===== config.mk =====
export PLATFORM = sky130hd
export DESIGN_NAME = rgb_hue_color_classifier
export DESIGN_NICKNAME = d
export VERILOG_FILES = /design/src/rtl/rhcc_pkg.sv /design/src/rtl/rhcc_front.sv /design/src/rtl/rhcc_divider.sv /design/src/rtl/rhcc_classify.sv /design/src/rtl/rgb_hue_color_classifier.sv
export VERILOG_INCLUDE_DIRS = /design/src /design/src/rtl
export SDC_FILE = /design/constraint.sdc
export NUM_CORES = 1
export LEC_CHECK = 0
export BUFFER_PORTS_ARGS = -buffer_cell sky130_fd_sc_hd__buf_4
export CORE_MARGIN = 2
export CORE_UTILIZATION = 25
export CTS_CLUSTER_DIAMETER = 150
export DETAILED_ROUTE_END_ITERATION = 8
export PLACE_DENSITY = 0.39
export SYNTH_ARGS = -nofsm -noshare
export SYNTH_HDL_FRONTEND = slang
export SYNTH_SLANG_ARGS = --single-unit

===== constraint.sdc =====
create_clock -name clk -period 5.9 [get_ports clk]
set_input_delay 0.885 -clock clk [delete_from_list [all_inputs] [get_ports clk]]
set_output_delay 0.885 -clock clk [all_outputs]
set_load 0.02 [all_outputs]

===== src/rtl/rgb_hue_color_classifier_macros.svh =====
// Assertion macros used by the classification stage of the hue classifier.
`ifndef RGB_HUE_COLOR_CLASSIFIER_MACROS_SVH
`define RGB_HUE_COLOR_CLASSIFIER_MACROS_SVH
`ifndef SYNTHESIS
`define RHCC_ASSERT_IMP(lbl, ante, cons) \
  lbl: assert property (@(posedge clk) disable iff (!rst_n) (ante) |-> (cons)) \
    else $error("rhcc assertion failed");
`define RHCC_ASSERT_NXT(lbl, ante, cons) \
  lbl: assert property (@(posedge clk) disable iff (!rst_n) (ante) |=> (cons)) \
    else $error("rhcc assertion failed");
`else
`define RHCC_ASSERT_IMP(lbl, ante, cons)
`define RHCC_ASSERT_NXT(lbl, ante, cons)
`endif
`endif


===== src/rtl/rhcc_pkg.sv =====
// Types, constants and codes shared by the hue classifier modules.
package rhcc_pkg;

  localparam int CHANNEL_BITS   = 8;
  localparam int NUM_W          = CHANNEL_BITS + 6;
  localparam int PROD_W         = CHANNEL_BITS + 7;
  localparam int Q_W            = 6;
  localparam int DIV_STAGES     = 3;
  localparam int BITS_PER_STAGE = Q_W / DIV_STAGES;

  localparam logic [CHANNEL_BITS-1:0] CHAN_FULL = '1;

  localparam logic [1:0] CFG_HUE_TOL = 2'd0;
  localparam logic [1:0] CFG_SAT_MIN = 2'd1;
  localparam logic [1:0] CFG_VAL_MIN = 2'd2;

  localparam logic [5:0] HUE_TOL_RESET = 6'd20;
  localparam logic [6:0] SAT_MIN_RESET = 7'd80;
  localparam logic [6:0] VAL_MIN_RESET = 7'd40;

  localparam logic [2:0] CLS_NONE    = 3'd0;
  localparam logic [2:0] CLS_BLUE    = 3'd1;
  localparam logic [2:0] CLS_GREEN   = 3'd2;
  localparam logic [2:0] CLS_CYAN    = 3'd3;
  localparam logic [2:0] CLS_RED     = 3'd4;
  localparam logic [2:0] CLS_MAGENTA = 3'd5;
  localparam logic [2:0] CLS_YELLOW  = 3'd6;

  localparam logic [23:0] CODE_NONE    = 24'h000000;
  localparam logic [23:0] CODE_BLUE    = 24'h0000FF;
  localparam logic [23:0] CODE_GREEN   = 24'h00FF00;
  localparam logic [23:0] CODE_CYAN    = 24'h00FFFF;
  localparam logic [23:0] CODE_RED     = 24'hFF0000;
  localparam logic [23:0] CODE_MAGENTA = 24'hFF00FF;
  localparam logic [23:0] CODE_YELLOW  = 24'hFFFF00;

  typedef enum logic [1:0] {
    SEC_RED,
    SEC_GREEN,
    SEC_BLUE
  } sector_t;

  typedef struct packed {
    logic [CHANNEL_BITS-1:0] red_in;
    logic [CHANNEL_BITS-1:0] green_in;
    logic [CHANNEL_BITS-1:0] blue_in;
  } pix_in_t;

  typedef struct packed {
    logic [8:0]  hue_deg;
    logic        class_found;
    logic [2:0]  class_index;
    logic [23:0] color_code;
  } pix_out_t;

  typedef struct packed {
    logic [5:0] hue_win;
    logic [6:0] saturation_min_pct;
    logic [6:0] value_min_pct;
  } cfg_t;

  typedef struct packed {
    sector_t sector;
    logic    neg;
    logic    flat;
    logic    pass;
  } side_t;

  typedef struct packed {
    logic [NUM_W-1:0]        num;
    logic [CHANNEL_BITS-1:0] delta;
    side_t                   side;
  } div_in_t;

  typedef struct packed {
    logic [NUM_W-1:0]        rem;
    logic [CHANNEL_BITS-1:0] delta;
    logic [Q_W-1:0]          quot;
    side_t                   side;
  } div_st_t;

  typedef struct packed {
    logic [Q_W-1:0] quot;
    logic           rem_nz;
    side_t          side;
  } div_out_t;

endpackage


===== src/rtl/rhcc_front.sv =====
// Front stages: channel extrema, sector, scaled difference and threshold checks.
module rhcc_front import rhcc_pkg::*; (
  input  logic    clk,
  input  logic    rst_n,
  input  cfg_t    cfg,
  input  logic    valid_i,
  input  pix_in_t pix_i,
  output logic    ready_o,
  output logic    valid_o,
  output div_in_t data_o,
  input  logic    ready_i
);

  logic                    s1_v_r;
  logic [CHANNEL_BITS-1:0] s1_mx_r;
  logic [CHANNEL_BITS-1:0] s1_delta_r;
  logic [CHANNEL_BITS-1:0] s1_adiff_r;
  sector_t                 s1_sector_r;
  logic                    s1_neg_r;

  logic                    s2_v_r;
  div_in_t                 s2_r;

  logic                    s1_ld;
  logic                    s2_ld;

  logic [CHANNEL_BITS-1:0] s1_mx_nxt;
  logic [CHANNEL_BITS-1:0] s1_delta_nxt;
  logic [CHANNEL_BITS-1:0] s1_adiff_nxt;
  sector_t                 s1_sector_nxt;
  logic                    s1_neg_nxt;
  div_in_t                 s2_nxt;

  assign s2_ld   = !s2_v_r || ready_i;
  assign s1_ld   = !s1_v_r || s2_ld;
  assign ready_o = s1_ld;
  assign valid_o = s2_v_r;
  assign data_o  = s2_r;

  always_comb begin
    logic [CHANNEL_BITS-1:0] r;
    logic [CHANNEL_BITS-1:0] g;
    logic [CHANNEL_BITS-1:0] b;
    logic [CHANNEL_BITS-1:0] mn;
    logic [CHANNEL_BITS-1:0] da;
    logic [CHANNEL_BITS-1:0] db;
    r = pix_i.red_in;
    g = pix_i.green_in;
    b = pix_i.blue_in;
    if (r >= g && r >= b) begin
      s1_sector_nxt = SEC_RED;
      s1_mx_nxt     = r;
      da            = g;
      db            = b;
    end else if (g >= b) begin
      s1_sector_nxt = SEC_GREEN;
      s1_mx_nxt     = g;
      da            = b;
      db            = r;
    end else begin
      s1_sector_nxt = SEC_BLUE;
      s1_mx_nxt     = b;
      da            = r;
      db            = g;
    end
    mn = (r < g) ? r : g;
    mn = (mn < b) ? mn : b;
    s1_delta_nxt = s1_mx_nxt - mn;
    s1_neg_nxt   = da < db;
    s1_adiff_nxt = s1_neg_nxt ? (db - da) : (da - db);
  end

  always_comb begin
    logic [PROD_W-1:0] sat_lhs;
    logic [PROD_W-1:0] sat_rhs;
    logic [PROD_W-1:0] val_lhs;
    logic [PROD_W-1:0] val_rhs;
    sat_lhs = PROD_W'(s1_delta_r) * PROD_W'(100);
    sat_rhs = PROD_W'(cfg.saturation_min_pct) * PROD_W'(s1_mx_r);
    val_lhs = PROD_W'(s1_mx_r) * PROD_W'(100);
    val_rhs = PROD_W'(cfg.value_min_pct) * PROD_W'(CHAN_FULL);
    s2_nxt.num         = (NUM_W'(s1_adiff_r) << 6) - (NUM_W'(s1_adiff_r) << 2);
    s2_nxt.delta       = s1_delta_r;
    s2_nxt.side.sector = s1_sector_r;
    s2_nxt.side.neg    = s1_neg_r;
    s2_nxt.side.flat   = s1_delta_r == '0;
    s2_nxt.side.pass   = (sat_lhs >= sat_rhs) && (val_lhs >= val_rhs);
  end

  always_ff @(posedge clk) begin
    if (!rst_n) begin
      s1_v_r <= 1'b0;
      s2_v_r <= 1'b0;
    end else begin
      if (s1_ld) begin
        s1_v_r <= valid_i;
      end
      if (s2_ld) begin
        s2_v_r <= s1_v_r;
      end
    end
  end

  always_ff @(posedge clk) begin
    if (s1_ld) begin
      s1_mx_r     <= s1_mx_nxt;
      s1_delta_r  <= s1_delta_nxt;
      s1_adiff_r  <= s1_adiff_nxt;
      s1_sector_r <= s1_sector_nxt;
      s1_neg_r    <= s1_neg_nxt;
    end
    if (s2_ld) begin
      s2_r <= s2_nxt;
    end
  end

endmodule


===== src/rtl/rhcc_divider.sv =====
// Pipelined restoring divider producing the sector offset quotient.
module rhcc_divider import rhcc_pkg::*; (
  input  logic     clk,
  input  logic     rst_n,
  input  logic     valid_i,
  input  div_in_t  data_i,
  output logic     ready_o,
  output logic     valid_o,
  output div_out_t data_o,
  input  logic     ready_i
);

  div_st_t                st_in [DIV_STAGES];
  div_st_t                st_nxt [DIV_STAGES];
  div_st_t                st_r [DIV_STAGES];
  logic [DIV_STAGES-1:0]  v_in;
  logic [DIV_STAGES-1:0]  v_r;
  logic [DIV_STAGES:0]    ld;

  assign ld[DIV_STAGES] = ready_i;
  assign ready_o        = ld[0];

  assign st_in[0].rem   = data_i.num;
  assign st_in[0].delta = data_i.delta;
  assign st_in[0].quot  = '0;
  assign st_in[0].side  = data_i.side;
  assign v_in[0]        = valid_i;

  for (genvar k = 0; k < DIV_STAGES; k++) begin : g_stage
    if (k > 0) begin : g_link
      assign st_in[k] = st_r[k-1];
      assign v_in[k]  = v_r[k-1];
    end

    assign ld[k] = !v_r[k] || ld[k+1];

    always_comb begin
      logic [NUM_W-1:0] trial;
      st_nxt[k] = st_in[k];
      for (int j = 0; j < BITS_PER_STAGE; j++) begin
        trial = NUM_W'(st_in[k].delta) << (Q_W - 1 - k * BITS_PER_STAGE - j);
        if (st_nxt[k].rem >= trial) begin
          st_nxt[k].rem = st_nxt[k].rem - trial;
          st_nxt[k].quot[Q_W - 1 - k * BITS_PER_STAGE - j] = 1'b1;
        end
      end
    end

    always_ff @(posedge clk) begin
      if (!rst_n) begin
        v_r[k] <= 1'b0;
      end else if (ld[k]) begin
        v_r[k] <= v_in[k];
      end
    end

    always_ff @(posedge clk) begin
      if (ld[k]) begin
        st_r[k] <= st_nxt[k];
      end
    end
  end

  assign valid_o       = v_r[DIV_STAGES-1];
  assign data_o.quot   = st_r[DIV_STAGES-1].quot;
  assign data_o.rem_nz = st_r[DIV_STAGES-1].rem != '0;
  assign data_o.side   = st_r[DIV_STAGES-1].side;

endmodule


===== src/rtl/rhcc_classify.sv =====
// Final stage: hue assembly, window matching and the output register.
`include "rgb_hue_color_classifier_macros.svh"
module rhcc_classify import rhcc_pkg::*; (
  input  logic     clk,
  input  logic     rst_n,
  input  cfg_t     cfg,
  input  logic     valid_i,
  input  div_out_t data_i,
  output logic     ready_o,
  output logic     valid_o,
  output pix_out_t data_o,
  input  logic     stall_i
);

  logic     out_v_r;
  pix_out_t out_r;
  pix_out_t out_nxt;
  logic     ld;

  assign ld      = !out_v_r || !stall_i;
  assign ready_o = ld;
  assign valid_o = out_v_r;
  assign data_o  = out_r;

  function automatic logic in_win(input logic signed [10:0] h,
                                  input logic signed [10:0] c,
                                  input logic signed [10:0] t);
    return (h > c - t) && (h < c + t);
  endfunction

  always_comb begin
    logic [8:0]         q;
    logic [8:0]         hue;
    logic signed [10:0] hs;
    logic signed [10:0] ts;
    q = 9'(data_i.quot);
    case (data_i.side.sector)
      SEC_RED: begin
        hue = data_i.side.neg ? ((q == '0) ? 9'd0 : 9'd360 - q) : q;
      end
      SEC_GREEN: begin
        hue = data_i.side.neg ? 9'd120 - q - 9'(data_i.rem_nz) : 9'd120 + q;
      end
      SEC_BLUE: begin
        hue = data_i.side.neg ? 9'd240 - q - 9'(data_i.rem_nz) : 9'd240 + q;
      end
      default: begin
        hue = 9'd0;
      end
    endcase
    if (data_i.side.flat) begin
      hue = 9'd0;
    end
    hs = signed'({2'b00, hue});
    ts = signed'({5'b00000, cfg.hue_win});
    out_nxt.hue_deg     = hue;
    out_nxt.class_index = CLS_NONE;
    out_nxt.color_code  = CODE_NONE;
    if (data_i.side.pass) begin
      if (in_win(hs, 11'sd240, ts)) begin
        out_nxt.class_index = CLS_BLUE;
        out_nxt.color_code  = CODE_BLUE;
      end else if (in_win(hs, 11'sd120, ts)) begin
        out_nxt.class_index = CLS_GREEN;
        out_nxt.color_code  = CODE_GREEN;
      end else if (in_win(hs, 11'sd180, ts)) begin
        out_nxt.class_index = CLS_CYAN;
        out_nxt.color_code  = CODE_CYAN;
      end else if ((hs > 11'sd360 - ts) || (hs < ts)) begin
        out_nxt.class_index = CLS_RED;
        out_nxt.color_code  = CODE_RED;
      end else if (in_win(hs, 11'sd300, ts)) begin
        out_nxt.class_index = CLS_MAGENTA;
        out_nxt.color_code  = CODE_MAGENTA;
      end else if (in_win(hs, 11'sd60, ts)) begin
        out_nxt.class_index = CLS_YELLOW;
        out_nxt.color_code  = CODE_YELLOW;
      end
    end
    out_nxt.class_found = out_nxt.class_index != CLS_NONE;
  end

  always_ff @(posedge clk) begin
    if (!rst_n) begin
      out_v_r <= 1'b0;
    end else if (ld) begin
      out_v_r <= valid_i;
    end
  end

  always_ff @(posedge clk) begin
    if (ld) begin
      out_r <= out_nxt;
    end
  end

  `RHCC_ASSERT_IMP(a_hue_range, out_v_r, out_r.hue_deg < 9'd360)
  `RHCC_ASSERT_IMP(a_miss_clean, out_v_r && !out_r.class_found,
                   out_r.class_index == CLS_NONE && out_r.color_code == CODE_NONE)
  `RHCC_ASSERT_IMP(a_hit_coded, out_v_r && out_r.class_found,
                   out_r.class_index != CLS_NONE && out_r.color_code != CODE_NONE)
  `RHCC_ASSERT_NXT(a_fill_empty, !out_v_r && valid_i, out_v_r)

endmodule


===== src/rtl/rgb_hue_color_classifier.sv =====
// Top level of the RGB hue classifier: configuration registers and stage wiring.
//
// The input channel (in_valid, in_stall, in_data) takes one RGB pixel word per
// cycle while in_stall is low. The result channel (out_valid, out_stall,
// out_data) gives one word per pixel, in order: hue, class flag, index and code.
// A word moves on a rising edge where valid is high and stall is low.
// The configuration port writes cfg_data into the register chosen by cfg_index
// on any edge where cfg_we is high: 0 hue tolerance, 1 saturation percent,
// 2 value percent. Other indexes are ignored.
// A word passes six register stages: two front stages for extrema and
// thresholds, three divider stages of two quotient bits each, and the
// classification stage that holds the output register. Throughput is one
// pixel per cycle while out_stall is low. When the receiver stalls, full
// stages hold their words and empty stages keep filling, so in_stall rises
// only once every stage holds a word.
// Reset clears all stage valid bits and loads the registers with tolerance 20,
// saturation 80 percent and value 40 percent.
module rgb_hue_color_classifier import rhcc_pkg::*; (
  input  logic     clk,
  input  logic     rst_n,
  input  logic     in_valid,
  output logic     in_stall,
  input  pix_in_t  in_data,
  output logic     out_valid,
  input  logic     out_stall,
  output pix_out_t out_data,
  input  logic     cfg_we,
  input  logic [1:0] cfg_index,
  input  logic [6:0] cfg_data
);

  cfg_t     cfg_r;
  logic     front_ready;
  logic     front_valid;
  div_in_t  front_data;
  logic     div_ready;
  logic     div_valid;
  div_out_t div_data;
  logic     cls_ready;

  always_ff @(posedge clk) begin
    if (!rst_n) begin
      cfg_r.hue_win            <= HUE_TOL_RESET;
      cfg_r.saturation_min_pct <= SAT_MIN_RESET;
      cfg_r.value_min_pct      <= VAL_MIN_RESET;
    end else if (cfg_we) begin
      case (cfg_index)
        CFG_HUE_TOL: begin
          cfg_r.hue_win <= cfg_data[5:0];
        end
        CFG_SAT_MIN: begin
          cfg_r.saturation_min_pct <= cfg_data;
        end
        CFG_VAL_MIN: begin
          cfg_r.value_min_pct <= cfg_data;
        end
        default: begin
        end
      endcase
    end
  end

  assign in_stall = !front_ready;

  rhcc_front u_front (
    .clk     (clk),
    .rst_n   (rst_n),
    .cfg     (cfg_r),
    .valid_i (in_valid),
    .pix_i   (in_data),
    .ready_o (front_ready),
    .valid_o (front_valid),
    .data_o  (front_data),
    .ready_i (div_ready)
  );

  rhcc_divider u_divider (
    .clk     (clk),
    .rst_n   (rst_n),
    .valid_i (front_valid),
    .data_i  (front_data),
    .ready_o (div_ready),
    .valid_o (div_valid),
    .data_o  (div_data),
    .ready_i (cls_ready)
  );

  rhcc_classify u_classify (
    .clk     (clk),
    .rst_n   (rst_n),
    .cfg     (cfg_r),
    .valid_i (div_valid),
    .data_i  (div_data),
    .ready_o (cls_ready),
    .valid_o (out_valid),
    .data_o  (out_data),
    .stall_i (out_stall)
  );

endmodule


==> results of run 1 <==
-- metal layers --
metal  vias to the layer above  track usage  wire, microns
li1                       7506            -              -
met1                      6847       0.1641          23820
met2                       194       0.2035          22350
met3                        46      0.02166           1389
met4                         0      0.03479            880
met5                         -            0              0
-- cells in the final DEF (no fill, tap or decap), types with 7 or more instances in the layout --
cell,count
nor3_1,28
and2_1,31
o21bai_1,20
a21boi_0,12
clkbuf_16,17
a211oi_1,12
o21a_1,36
dfxtp_1,23
a21o_1,40
buf_4,121
edfxtp_1,149
xnor2_1,83
fa_1,62
nand2b_1,30
nand4_1,18
nor4_1,11
inv_1,281
nand3_1,27
mux2_2,44
xor2_1,33
o31a_1,8
and3_1,14
o21ai_1,7
a21oi_1,129
nand2_1,130
a31oi_1,14
nor2_1,126
ha_1,352
mux2i_1,43
nor2b_1,46
o21ai_0,97
-- stage by stage --
stage	hold WS, ns	std cells	area (sq um)	worst slack, ns
after global placement	0.4027	3193	21360	0.1653
after detailed placement	0.4045	3193	21360	0.09274
after floorplan	0.4003	2095	19490	0.3740
after CTS	0.4215	3225	21950	0.2013
final	0.4208	3231	22010	0.4155
after global routing	0.4350	3231	22010	0.01453
-- final timing paths --
path	depth (start not counted)	slack, ns	from	to
max reg2reg	23	0.42	u_front.s1_mx_r[1]$_DFFE_PN_	u_front.data_o[0]$_DFFE_PP_
min	0	0.42	u_divider.st_r[0][0]$_DFFE_PP_	u_divider.st_r[0][33]$_DFFE_PP_
min reg2reg	0	0.42	u_divider.st_r[0][0]$_DFFE_PP_	u_divider.st_r[0][33]$_DFFE_PP_
max	23	0.42	u_front.s1_mx_r[1]$_DFFE_PN_	u_front.data_o[0]$_DFFE_PP_
-- registers in the layout, indices dropped and copies added, names as in the netlist, 2 cells and up --
signal,flops
u_front.s1_adiff_r,8
u_classify.data_o,16
u_front.s1_mx_r,8
u_front.data_o,25
u_divider.st_r,81
u_front.s1_delta_r,8
u_front.s1_sector_r,2
cfg_r,20
u_divider.v_in,2
-- cells by family (layout without fill, tap and decap cells) --
group | Yosys count | in the layout | synth area share
compound gates | 459 | 459 | 0.1540
buf+inv | 341 | 437 | 0.07037
mux | 87 | 87 | 0.04752
xor+xnor | 116 | 116 | 0.05214
simple gates | 501 | 501 | 0.1289
flops | 175 | 175 | 0.2563
fa+ha+maj | 416 | 416 | 0.2908
-- final cells by class --
cell class / instances / share of cell area
tap: 1040 / 0.05911
timing repair buffer: 121 / 0.04126
clock inverter: 15 / 0.007446
inverter: 284 / 0.04843
sequential: 175 / 0.2271
multi-input combinational: 1579 / 0.5974
clock buffer: 17 / 0.01932
-- timing repair --
action,CTS,global route
endpoints found under the setup margin,0,8
gates resized for setup,0,9
buffers inserted,0,6
==> summary.txt, run 1 <==
Route
  • Initial drt markers: 634
  • Via density: 4.517
  • Drt drc: 0
  • Number of routed nets with antenna violations: 0
  • Via count: between 10000 and 15000
  • Drt wl/cell: 14.99 microns
  • Router iterations before antenna repair: 5
  • Drt total wl: 48.44 mm

STA
  • Clock skew: around 0.014 ns
  • Endpoints failing hold: 0
  • RSZ-0062 raised after global routing: false
  • Final period util: 0.9296
  • Max-slew headroom: 0.2036
  • Final Setup Violations: 0
  • TNS Setup: 0 ns
  • Final Max Slew Viols: 0
  • Least-Margin Pin Slew: approximately 1.2 ns
  • Tmin final: 5.484 ns
  • Max Fclk: about 180 MHz

Cells and area
  • Fillers: just over 8000
  • Nets: 2630
  • Area growth, synth to finish: 12.97%
  • Area of the multi-input gates: 13150 sq um
  • Storage cell area: approximately 5000 sq um
  • Finished Core Util: 0.2846
  • Share of cells above drive strength 1: 0.1063
  • # diodes: 0

Logic synthesis
  • Register bit count reported by yosys: 175
  • Most common library cells after synthesis: 352 x ha_1, 281 x inv_1, 149 x edfxtp_1
  • Mapped Area: 19490 sq um
  • Cell taking the most area after synthesis: edfxtp_1
  • Main synth FF type: edfxtp_1
  • Syn Area/Cell: roughly 9.3 sq um
  • Post-synth EDFFs: 149
  • Post-synth ARST share: 0
  • Sequential fraction of the synthesis area: 0.2563
  • Count leader, synth: ha_1
  • Synth top area share: 0.2296
  • Synth Warn #: 0
  • Syn Inst Count: 2095
  • Net count after synthesis: 2547
  • Synth cell types: 87
  • Top cells by area, synth: edfxtp_1 23%, ha_1 23%, fa_1 6.4%

GRT
  • Vias in the first global route: 15070
  • Antenna violations before repair: 0
  • Overflow after GRT: 0
  • Global-route wire length before repair: around 80 mm
  • Total GRT Usage: 0.1231
  • Largest net degree at the start of global routing: 32

Die
  • Core Area: 77340 sq um
  • Starting Density: 0.2520
  • I/O pins: just under 80
  • Die Area: 80190 sq um
  • Row Count: slightly above 100
  • Die span in x: around 280 microns
  • Die Y: 283.2 microns

Run
  • Max cap viols: 0

CTS
  • Insertion delay to the later sink of the worst-skew pair: 0.49 ns
  • Sink Count: ~180
  • Hold buffer count at cts: 0
  • Worst-case clock buffer depth: 2
  • CTS Buf Count: 17
  • H-Tree Depth: 4
  • CTS root buffer: clkbuf_16
  • CTS tree: done
  • Clk pin slew, worst setup/hold paths: 0.08 ns

Status
  • Status: complete, no violations

Critical path
  • Max stage delay on crit path: 0.54 ns
  • Most used cell, CP: ha_1
  • Worst Path Buf+Inv: 4
  • Crit-path leading delay family: adder cells
  • CP Cell Sequence: buf_4 > buf_4 > and2_1 > ha_1 > ha_1 > inv_1 > fa_1 > fa_1 > inv_1 > ha_1 > o21ai_0 > a21oi_1 > o21ai_0 > a21oi_1 > o21ai_1 > a21oi_1 > o41ai_2 > xnor2_1 > ha_1 > and4_1 > nand2_1 > or3_1 > a31oi_1
  • Crit-path slowest cell: fa_1
  • CP startpoint kind: flop
  • Worst Path Required: 6.24 ns
  • Worst setup EP type: flop
  • Worst Path Class, Setup: reg -> reg
  • Maximum fanout along the worst path: 5
  • WP data arrival: 5.83 ns

Placed design
  • Post-DP HPWL: around 40 mm
  • GPL Wtd Cong: 0.8371
  • IO buf count: 76

Worst hold path
  • Kind of path behind the tightest hold check: reg -> reg
Power of run 1 is left out: the tool's default activity adds up to more than one toggle a clock period on the data nets, which glitch-free logic cannot reach.
==> run 2, diff against run 1 <==
SYNTH_HIERARCHICAL = 1   (was unset)
==> run 2 against run 1 <==
Register-to-register slack got worse by 0.06 ns. Die area increased by 3.9%. Fmax decreased by 1.0%. Cell count increased by 2.2%. Sequential share of layout area decreased by 0.12 points. Clock-buffer cell count increased by 1. Utilization decreased by 0.30 points. Hold slack got worse by 0.0032 ns. Critical path depth decreased by 2. Global-route usage increased by 0.22 points. Setup slack got worse by 0.057 ns. Critical endpoint is now u_front/data_o[0]$_DFFE_PP_. Largest cell class unchanged. Highest routed layer unchanged.
==> summary.txt, run 2 <==
Die
  • I/O pins: 77 (unchanged)
  • Die Y: 288.7 microns (was 283.2 microns)
  • Starting Density: 0.2519 (was 0.2520)
  • Core Area: 80420 sq um (was 77340 sq um)
  • Die Area: 83320 sq um (was 80190 sq um)
  • Row Count: 104 (was 102)
  • Die span in x: 288.7 microns (was 283.2 microns)

Route
  • Drt wl/cell: 15.37 microns (was 14.99 microns)
  • Router iterations before antenna repair: 6 (was 5)
  • Number of routed nets with antenna violations: 0 (unchanged)
  • Via density: 4.655 (was 4.517)
  • Via count: 15380 (was 14590)
  • Initial drt markers: 696 (was 634)
  • Drt drc: 0 (unchanged)
  • Drt total wl: 50.77 mm (was 48.44 mm)

CTS
  • Clk pin slew, worst setup/hold paths: 0.08 ns (about the same)
  • CTS tree: done (unchanged)
  • CTS root buffer: clkbuf_16 (unchanged)
  • Insertion delay to the later sink of the worst-skew pair: 0.48 ns (was 0.49 ns)
  • Worst-case clock buffer depth: 2 (unchanged)
  • Sink Count: 179 (was 175)
  • CTS Buf Count: 17 (unchanged)
  • H-Tree Depth: 4 (unchanged)

Placed design
  • GPL Wtd Cong: 0.8492 (was 0.8371)
  • IO buf count: 76 (unchanged)
  • Post-DP HPWL: 42.15 mm (was 39.66 mm)
  • DP Area: 22060 sq um (was 21360 sq um)

Logic synthesis
  • Syn Inst Count: 2163 (was 2095)
  • Count leader, synth: ha_1 (unchanged)
  • Post-synth ARST share: 0 (unchanged)
  • Register bit count reported by yosys: 179 (was 175)
  • Synth cell types: 109 (was 87)
  • Mapped Area: 20260 sq um (was 19490 sq um)
  • Syn Area/Cell: 9.365 sq um (was 9.301 sq um)
  • Synth top area share: 0.2268 (was 0.2296)
  • Sequential fraction of the synthesis area: 0.2525 (was 0.2563)
  • Main synth FF type: edfxtp_1 (unchanged)
  • Most common library cells after synthesis: 348 x ha_1, 245 x inv_1, 169 x a21oi_1 (was 352 x ha_1, 281 x inv_1, 149 x edfxtp_1)
  • Cell taking the most area after synthesis: edfxtp_1 (unchanged)
  • Synth Warn #: 6 (was 0)
  • Post-synth EDFFs: 153 (was 149)
  • Top cells by area, synth: edfxtp_1 23%, ha_1 21%, fa_1 6.2% (was edfxtp_1 23%, ha_1 23%, fa_1 6.4%)

Worst hold path
  • Kind of path behind the tightest hold check: reg -> reg (unchanged)
  • Hold Crit Start: u_divider/st_r[0][37]$_DFFE_PP_ (was u_divider.st_r[0][0]$_DFFE_PP_)
  • Hold path depth: 0 (unchanged)
  • Hold endpoint: u_divider/st_r[0][70]$_DFFE_PP_ (was u_divider.st_r[0][33]$_DFFE_PP_)

Cells and area
  • Commonest non-fill, non-tap cells in the layout: 348 x ha_1, 245 x inv_1, 169 x a21oi_1 (was 352 x ha_1, 281 x inv_1, 149 x edfxtp_1)
  • Nets: 2678 (was 2630)
  • Most flops, register: u_divider/st_r (was u_divider.st_r)
  • Share of cells above drive strength 1: 0.09768 (was 0.1063)
  • Design area: 22650 sq um (was 22010 sq um)
  • Most common cell after layout, fill and taps aside: ha_1 (unchanged)
  • Area growth, synth to finish: 11.81% (was 12.97%)
  • Storage cell area: 5115 sq um (was 4999 sq um)
  • Largest register FFs: 85 (was 81)
  • Fillers: 8532 (was 8195)
  • Area of the multi-input gates: 13800 sq um (was 13150 sq um)

STA
  • Final Max Slew Viols: 0 (unchanged)
  • Final period util: 0.9392 (was 0.9296)
  • Max-slew headroom: 0.3137 (was 0.2036)
  • WHS: 0.4176 ns (was 0.4208 ns)
  • Final Setup Violations: 0 (unchanged)
  • RSZ-0062 raised after global routing: false (unchanged)
  • Least-Margin Pin Slew: 1.028 ns (was 1.190 ns)
  • TNS Setup: 0 ns (unchanged)
  • Clock skew: 0.01006 ns (was 0.01407 ns)
  • Max Fclk: 180.5 MHz (was 182.3 MHz)
  • Endpoints failing hold: 0 (unchanged)
  • Tmin final: 5.542 ns (was 5.484 ns)

Status
  • Status: complete, no violations (unchanged)

Critical path
  • Critical R2R Launch: cfg_r[1]$_SDFFE_PN0P_ (was u_front.s1_mx_r[1]$_DFFE_PN_)
  • Worst Path Class, Setup: reg -> reg (unchanged)
  • WP data arrival: 5.77 ns (was 5.83 ns)
  • FF-to-FF setup slack: 0.36 ns (was 0.42 ns)
  • Maximum fanout along the worst path: 5 (unchanged)
  • Crit path from: cfg_r[1]$_SDFFE_PN0P_ (was u_front.s1_mx_r[1]$_DFFE_PN_)
  • CP startpoint kind: flop (unchanged)
  • Worst Path Required: 6.12 ns (was 6.24 ns)
  • R2r worst-path depth: 21 (was 23)
  • Worst setup EP type: flop (unchanged)
  • Reg2Reg Capture Point: u_front/data_o[0]$_DFFE_PP_ (was u_front.data_o[0]$_DFFE_PP_)

GRT
  • Largest net degree at the start of global routing: 35 (was 32)
  • Antenna violations before repair: 0 (unchanged)
  • Overflow after GRT: 0 (unchanged)
  • Vias in the first global route: 15620 (was 15070)
  • Total GRT Usage: 0.1253 (was 0.1231)
  • Global-route wire length before repair: 83.03 mm (was 79.67 mm)

Run
  • Max cap viols: 0 (unchanged)
## run 2: changes by cell type in the layout (fill, tap and decap cells not counted), moves of 13 or more
cell and delta:
a21o_1 +19, inv_1 -36, o21a_1 -14, o21ai_0 -13
mux2_2 -24, and2_1 +22, a21oi_1 +40
## run 2: worst max-delay path, stage by stage (launching register included)
cell and delay (ns):
dfxtp_1 0.38, inv_1 0.10, fa_1 0.58, inv_1 0.11, fa_1 0.61, inv_1 0.07
fa_1 0.50, inv_1 0.05, fa_1 0.46, ha_1 0.38, a21oi_1 0.16, nand2_1 0.09
a41oi_2 0.23, nand2b_1 0.10, xnor2_1 0.18, ha_1 0.27, nand2_1 0.09, nor2_1 0.05
a2111oi_1 0.36, a21oi_1 0.13, o21a_1 0.21, o32a_1 0.17
## run 2: metrics by stage
| stage | util | instances | setup slack [ns] |
|---|---|---|---|
| after CTS | 0.2815 | 3302 | 0.1897 |
| after detailed placement | 0.2743 | 3270 | 0.1428 |
| after global placement | 0.2743 | 3270 | 0.2200 |
| final | 0.2816 | 3303 | 0.3584 |
| after global routing | 0.2816 | 3302 | 0.04522 |
| after floorplan | - | 2164 | 0.4435 |
## run 2: worst max path at each step
stage / end / slack, ns / depth (start not counted)
after detailed placement: u_front/s1_delta_r[7]$_DFFE_PP_ / 0.14 / 26
after CTS: u_front/data_o[0]$_DFFE_PP_ / 0.19 / 21
after global routing: u_front/data_o[0]$_DFFE_PP_ / 0.05 / 21
after floorplan: u_front/s1_delta_r[7]$_DFFE_PP_ / 0.44 / 26
final: u_front/data_o[0]$_DFFE_PP_ / 0.36 / 21
after global placement: u_front/s1_delta_r[7]$_DFFE_PP_ / 0.22 / 26
## run 2: cell type report
type                       count  area share
clock buffer                  18     0.01895
inverter                     249     0.04193
sequential                   179      0.2258
timing repair buffer         116     0.03900
multi-input combinational   1666      0.6091
antenna                        1   0.0001105
tap                         1060     0.05856
clock inverter                14    0.006519
## run 2: cells by family after synthesis
kind of cell | Yosys count | synth area share
flops | 179 | 0.2525
buf+inv | 319 | 0.06844
other cells | 1 | 0.0001851
fa+ha+maj | 412 | 0.2778
simple gates | 548 | 0.1426
compound gates | 516 | 0.1708
mux | 67 | 0.03496
xor+xnor | 121 | 0.05269
## run 2: timing repair
| item | in CTS | in global routing |
|---|---|---|
| endpoints found under the setup margin | 0 | 1 |
| gates resized for setup | 0 | 3 |
| hold buffers | 0 | 0 |
| buffers inserted | 0 | 0 |
## run 2: routing by layer
| metal | track usage | vias up | share of wire |
|---|---|---|---|
| met5 | 0 | - | 0 |
| met4 | 0.03325 | 0 | 0.018 |
| met3 | 0.01896 | 43 | 0.032 |
| met2 | 0.2045 | 247 | 0.45 |
| met1 | 0.1722 | 7244 | 0.50 |
| li1 | - | 7843 | - |
Power of run 2 is left out for the same reason.
==> run 3, diff against run 2 <==
--- a/config.mk
+++ b/config.mk
@@ -13,3 +13,4 @@
 export DETAILED_ROUTE_END_ITERATION = 8
-export PLACE_DENSITY = 0.39
+export PLACE_DENSITY_LB_ADDON = 0.1
+export REMOVE_ABC_BUFFERS = 1
 export SYNTH_ARGS = -nofsm -noshare
--- a/constraint.sdc
+++ b/constraint.sdc
@@ -3,2 +3,2 @@
 set_output_delay 0.885 -clock clk [all_outputs]
-set_load 0.02 [all_outputs]
+set_load 0.05 [all_outputs]
==> run 3 against run 2 <==
Routed wire length rose by 4.7%. Sequential share of layout area decreased by 0.12 points. Cell count increased by 0.18%. Fmax hardly changed. Via count about the same. Hold slack better by 0.0047 ns. Clock skew up 0.0012 ns. Utilization grew 0.15 points. Cell area is 0.52% higher. First-iteration DRC count decreased by 4.0%. Clock-buffer cell count fell by 1.
==> summary.txt, run 3 (synthesized netlist as in run 2, its figures left out) <==
STA
  • Final period util: 0.9392 (about the same)
  • Endpoints failing hold: 0 (unchanged)
  • Clock skew: 0.01130 ns (was 0.01006 ns)
  • Tmin final: 5.541 ns (was 5.542 ns)
  • RSZ-0062 raised after global routing: false (unchanged)
  • Final Max Slew Viols: 0 (unchanged)
  • Max Fclk: 180.5 MHz (about the same)
  • Least-Margin Pin Slew: 1.025 ns (was 1.028 ns)
  • WHS: 0.4223 ns (was 0.4176 ns)
  • Max-slew headroom: 0.3160 (was 0.3137)
  • Final Setup Violations: 0 (unchanged)

Cells and area
  • Largest register FFs: 85 (unchanged)
  • Commonest non-fill, non-tap cells in the layout: 348 x ha_1, 245 x inv_1, 169 x a21oi_1 (unchanged)
  • Most flops, register: u_divider/st_r (unchanged)
  • Most common cell after layout, fill and taps aside: ha_1 (unchanged)
  • # diodes: 0 (was 1)
  • Share of cells above drive strength 1: 0.1009 (was 0.09768)
  • Nets: 2685 (was 2678)
  • Area growth, synth to finish: 12.39% (was 11.81%)

Run
  • Max cap viols: 0 (unchanged)

CTS
  • Insertion delay to the later sink of the worst-skew pair: 0.49 ns (was 0.48 ns)
  • Sink Count: 179 (unchanged)
  • Clk pin slew, worst setup/hold paths: 0.07 ns (was 0.08 ns)
  • CTS Buf Count: 17 (unchanged)
  • Worst-case clock buffer depth: 2 (unchanged)
  • CTS tree: done (unchanged)
  • H-Tree Depth: 4 (unchanged)
  • CTS root buffer: clkbuf_16 (unchanged)

Die
  • Core Area: 80420 sq um (unchanged)
  • Starting Density: 0.2519 (unchanged)
  • I/O pins: 77 (unchanged)
  • Die span in x: 288.7 microns (unchanged)
  • Die Area: 83320 sq um (unchanged)
  • Die Y: 288.7 microns (unchanged)
  • Row Count: 104 (unchanged)

Placed design
  • GPL Wtd Cong: 0.8159 (was 0.8492)
  • Post-DP HPWL: 43.72 mm (was 42.15 mm)
  • IO buf count: 76 (unchanged)

Route
  • Initial drt markers: 668 (was 696)
  • Drt drc: 0 (unchanged)
  • Via density: 4.652 (was 4.655)
  • Number of routed nets with antenna violations: 0 (unchanged)
  • Drt total wl: 53.16 mm (was 50.77 mm)
  • Router iterations before antenna repair: 7 (was 6)
  • Via count: 15390 (was 15380)
  • Drt wl/cell: 16.07 microns (was 15.37 microns)

GRT
  • Largest net degree at the start of global routing: 35 (unchanged)
  • Overflow after GRT: 0 (unchanged)
  • M3 GR Usage: 0.01833 (was 0.01896)
  • GRT Max-Usage Layer: met2 (unchanged)
  • Met1 Track Usage GR: 0.1787 (was 0.1722)
  • Total GRT Usage: 0.1317 (was 0.1253)
  • Met2 GRT Util: 0.2164 (was 0.2045)
  • Global-route wire length before repair: 86.67 mm (was 83.03 mm)
  • Vias in the first global route: 16100 (was 15620)
  • Antenna violations before repair: 1 (was 0)

Critical path
  • CP startpoint kind: flop (unchanged)
  • WP data arrival: 5.78 ns (was 5.77 ns)
  • Crit-path leading delay family: adder cells (unchanged)
  • Worst Path Required: 6.14 ns (was 6.12 ns)
  • Crit-path slowest cell: fa_1 (unchanged)
  • Most used cell, CP: fa_1
  • Max stage delay on crit path: 0.55 ns (was 0.61 ns)
  • CP Cell Sequence: nand2_1 > fa_1 > fa_1 > inv_1 > fa_1 > inv_1 > fa_1 > inv_1 > ha_1 > a21o_1 > a31o_2 > and4_1 > o31a_1 > xnor2_1 > ha_1 > and3_1 > o2111ai_1 > nor2_1 > o32a_1 (was inv_1 > fa_1 > inv_1 > fa_1 > inv_1 > fa_1 > inv_1 > fa_1 > ha_1 > a21oi_1 > nand2_1 > a41oi_2 > nand2b_1 > xnor2_1 > ha_1 > nand2_1 > nor2_1 > a2111oi_1 > a21oi_1 > o21a_1 > o32a_1)
  • Worst Path Buf+Inv: 3 (was 4)
  • Maximum fanout along the worst path: 6 (was 5)
  • Worst setup EP type: flop (unchanged)
  • Worst Path Class, Setup: reg -> reg (unchanged)

Status
  • Status: complete, no violations (unchanged)

Worst hold path
  • Kind of path behind the tightest hold check: reg -> reg (unchanged)
-- run 3: cell count changes in the layout (fill, tap and decap cells not counted), sizes merged --
| cell | previous run | this run |
|---|---|---|
| clkbuf | 18 | 17 |
| clkinv | 5 | 9 |
| inv | 251 | 254 |
| clkinvlp | 6 | 0 |
| diode | 1 | 0 |
| buf | 116 | 123 |
-- run 3: worst paths after layout --
check,startpoint,endpoint,slack (ns),depth (start not counted)
hold / removal,u_divider/st_r[0][33]$_DFFE_PP_,u_divider/st_r[0][66]$_DFFE_PP_,0.42,0
hold reg to reg,u_divider/st_r[0][33]$_DFFE_PP_,u_divider/st_r[0][66]$_DFFE_PP_,0.42,0
setup reg to reg,u_front/s1_mx_r[2]$_DFFE_PP_,u_front/data_o[0]$_DFFE_PP_,0.36,19
setup / recovery,u_front/s1_mx_r[2]$_DFFE_PP_,u_front/data_o[0]$_DFFE_PP_,0.36,19
-- run 3: final cells by class --
| type | count | area, sq um |
|---|---|---|
| Clock buffer | 17 | 425.4 |
| Clock inverter | 15 | 206.4 |
| Fill cell | 8559 | 57650 |
| Inverter | 249 | 949.7 |
| Multi-Input combinational cell | 1666 | 13800 |
| Sequential cell | 179 | 5115 |
| Tap cell | 1060 | 1326 |
| Timing Repair Buffer | 123 | 948.4 |
-- run 3: layer usage --
| layer | up-vias | part of all wire |
|---|---|---|
| met2 | 156 | 0.46 |
| li1 | 7860 | - |
| met1 | 7332 | 0.50 |
| met5 | - | 0.00017 |
| met3 | 42 | 0.022 |
| met4 | 2 | 0.018 |
-- run 3: worst reg2reg max path, cell delays in order (launching register included) --
cell and delay [ns]:
edfxtp_1 0.50, nand2_1 0.12, fa_1 0.48, fa_1 0.55, inv_1 0.05, fa_1 0.53, inv_1 0.05, fa_1 0.53
inv_1 0.04, ha_1 0.33, a21o_1 0.19, a31o_2 0.25, and4_1 0.22, o31a_1 0.31, xnor2_1 0.13, ha_1 0.28
and3_1 0.21, o2111ai_1 0.10, nor2_1 0.07, o32a_1 0.35
-- run 3: stage by stage --
| step | worst slack [ns] | instance area (sq um) | utilization | setup TNS, ns | std cells |
|---|---|---|---|---|---|
| after floorplan | -0.7413 | 19820 | - | -4.232 | 2094 |
| after global placement | 0.1999 | 22110 | 0.2749 | 0 | 3275 |
| after detailed placement | 0.2198 | 22110 | 0.2749 | 0 | 3275 |
| after CTS | 0.2109 | 22740 | 0.2828 | 0 | 3307 |
| after global routing | 0.01542 | 22770 | 0.2831 | 0 | 3309 |
| final | 0.3589 | 22770 | 0.2831 | 0 | 3309 |
-- run 3: repair_timing --
item | in CTS | in global routing
setup endpoints to repair | 0 | 1
setup buffers | 0 | 2
hold buffers | 0 | 0
gates resized for setup | 0 | 3
Power of run 3 is left out for the same reason.
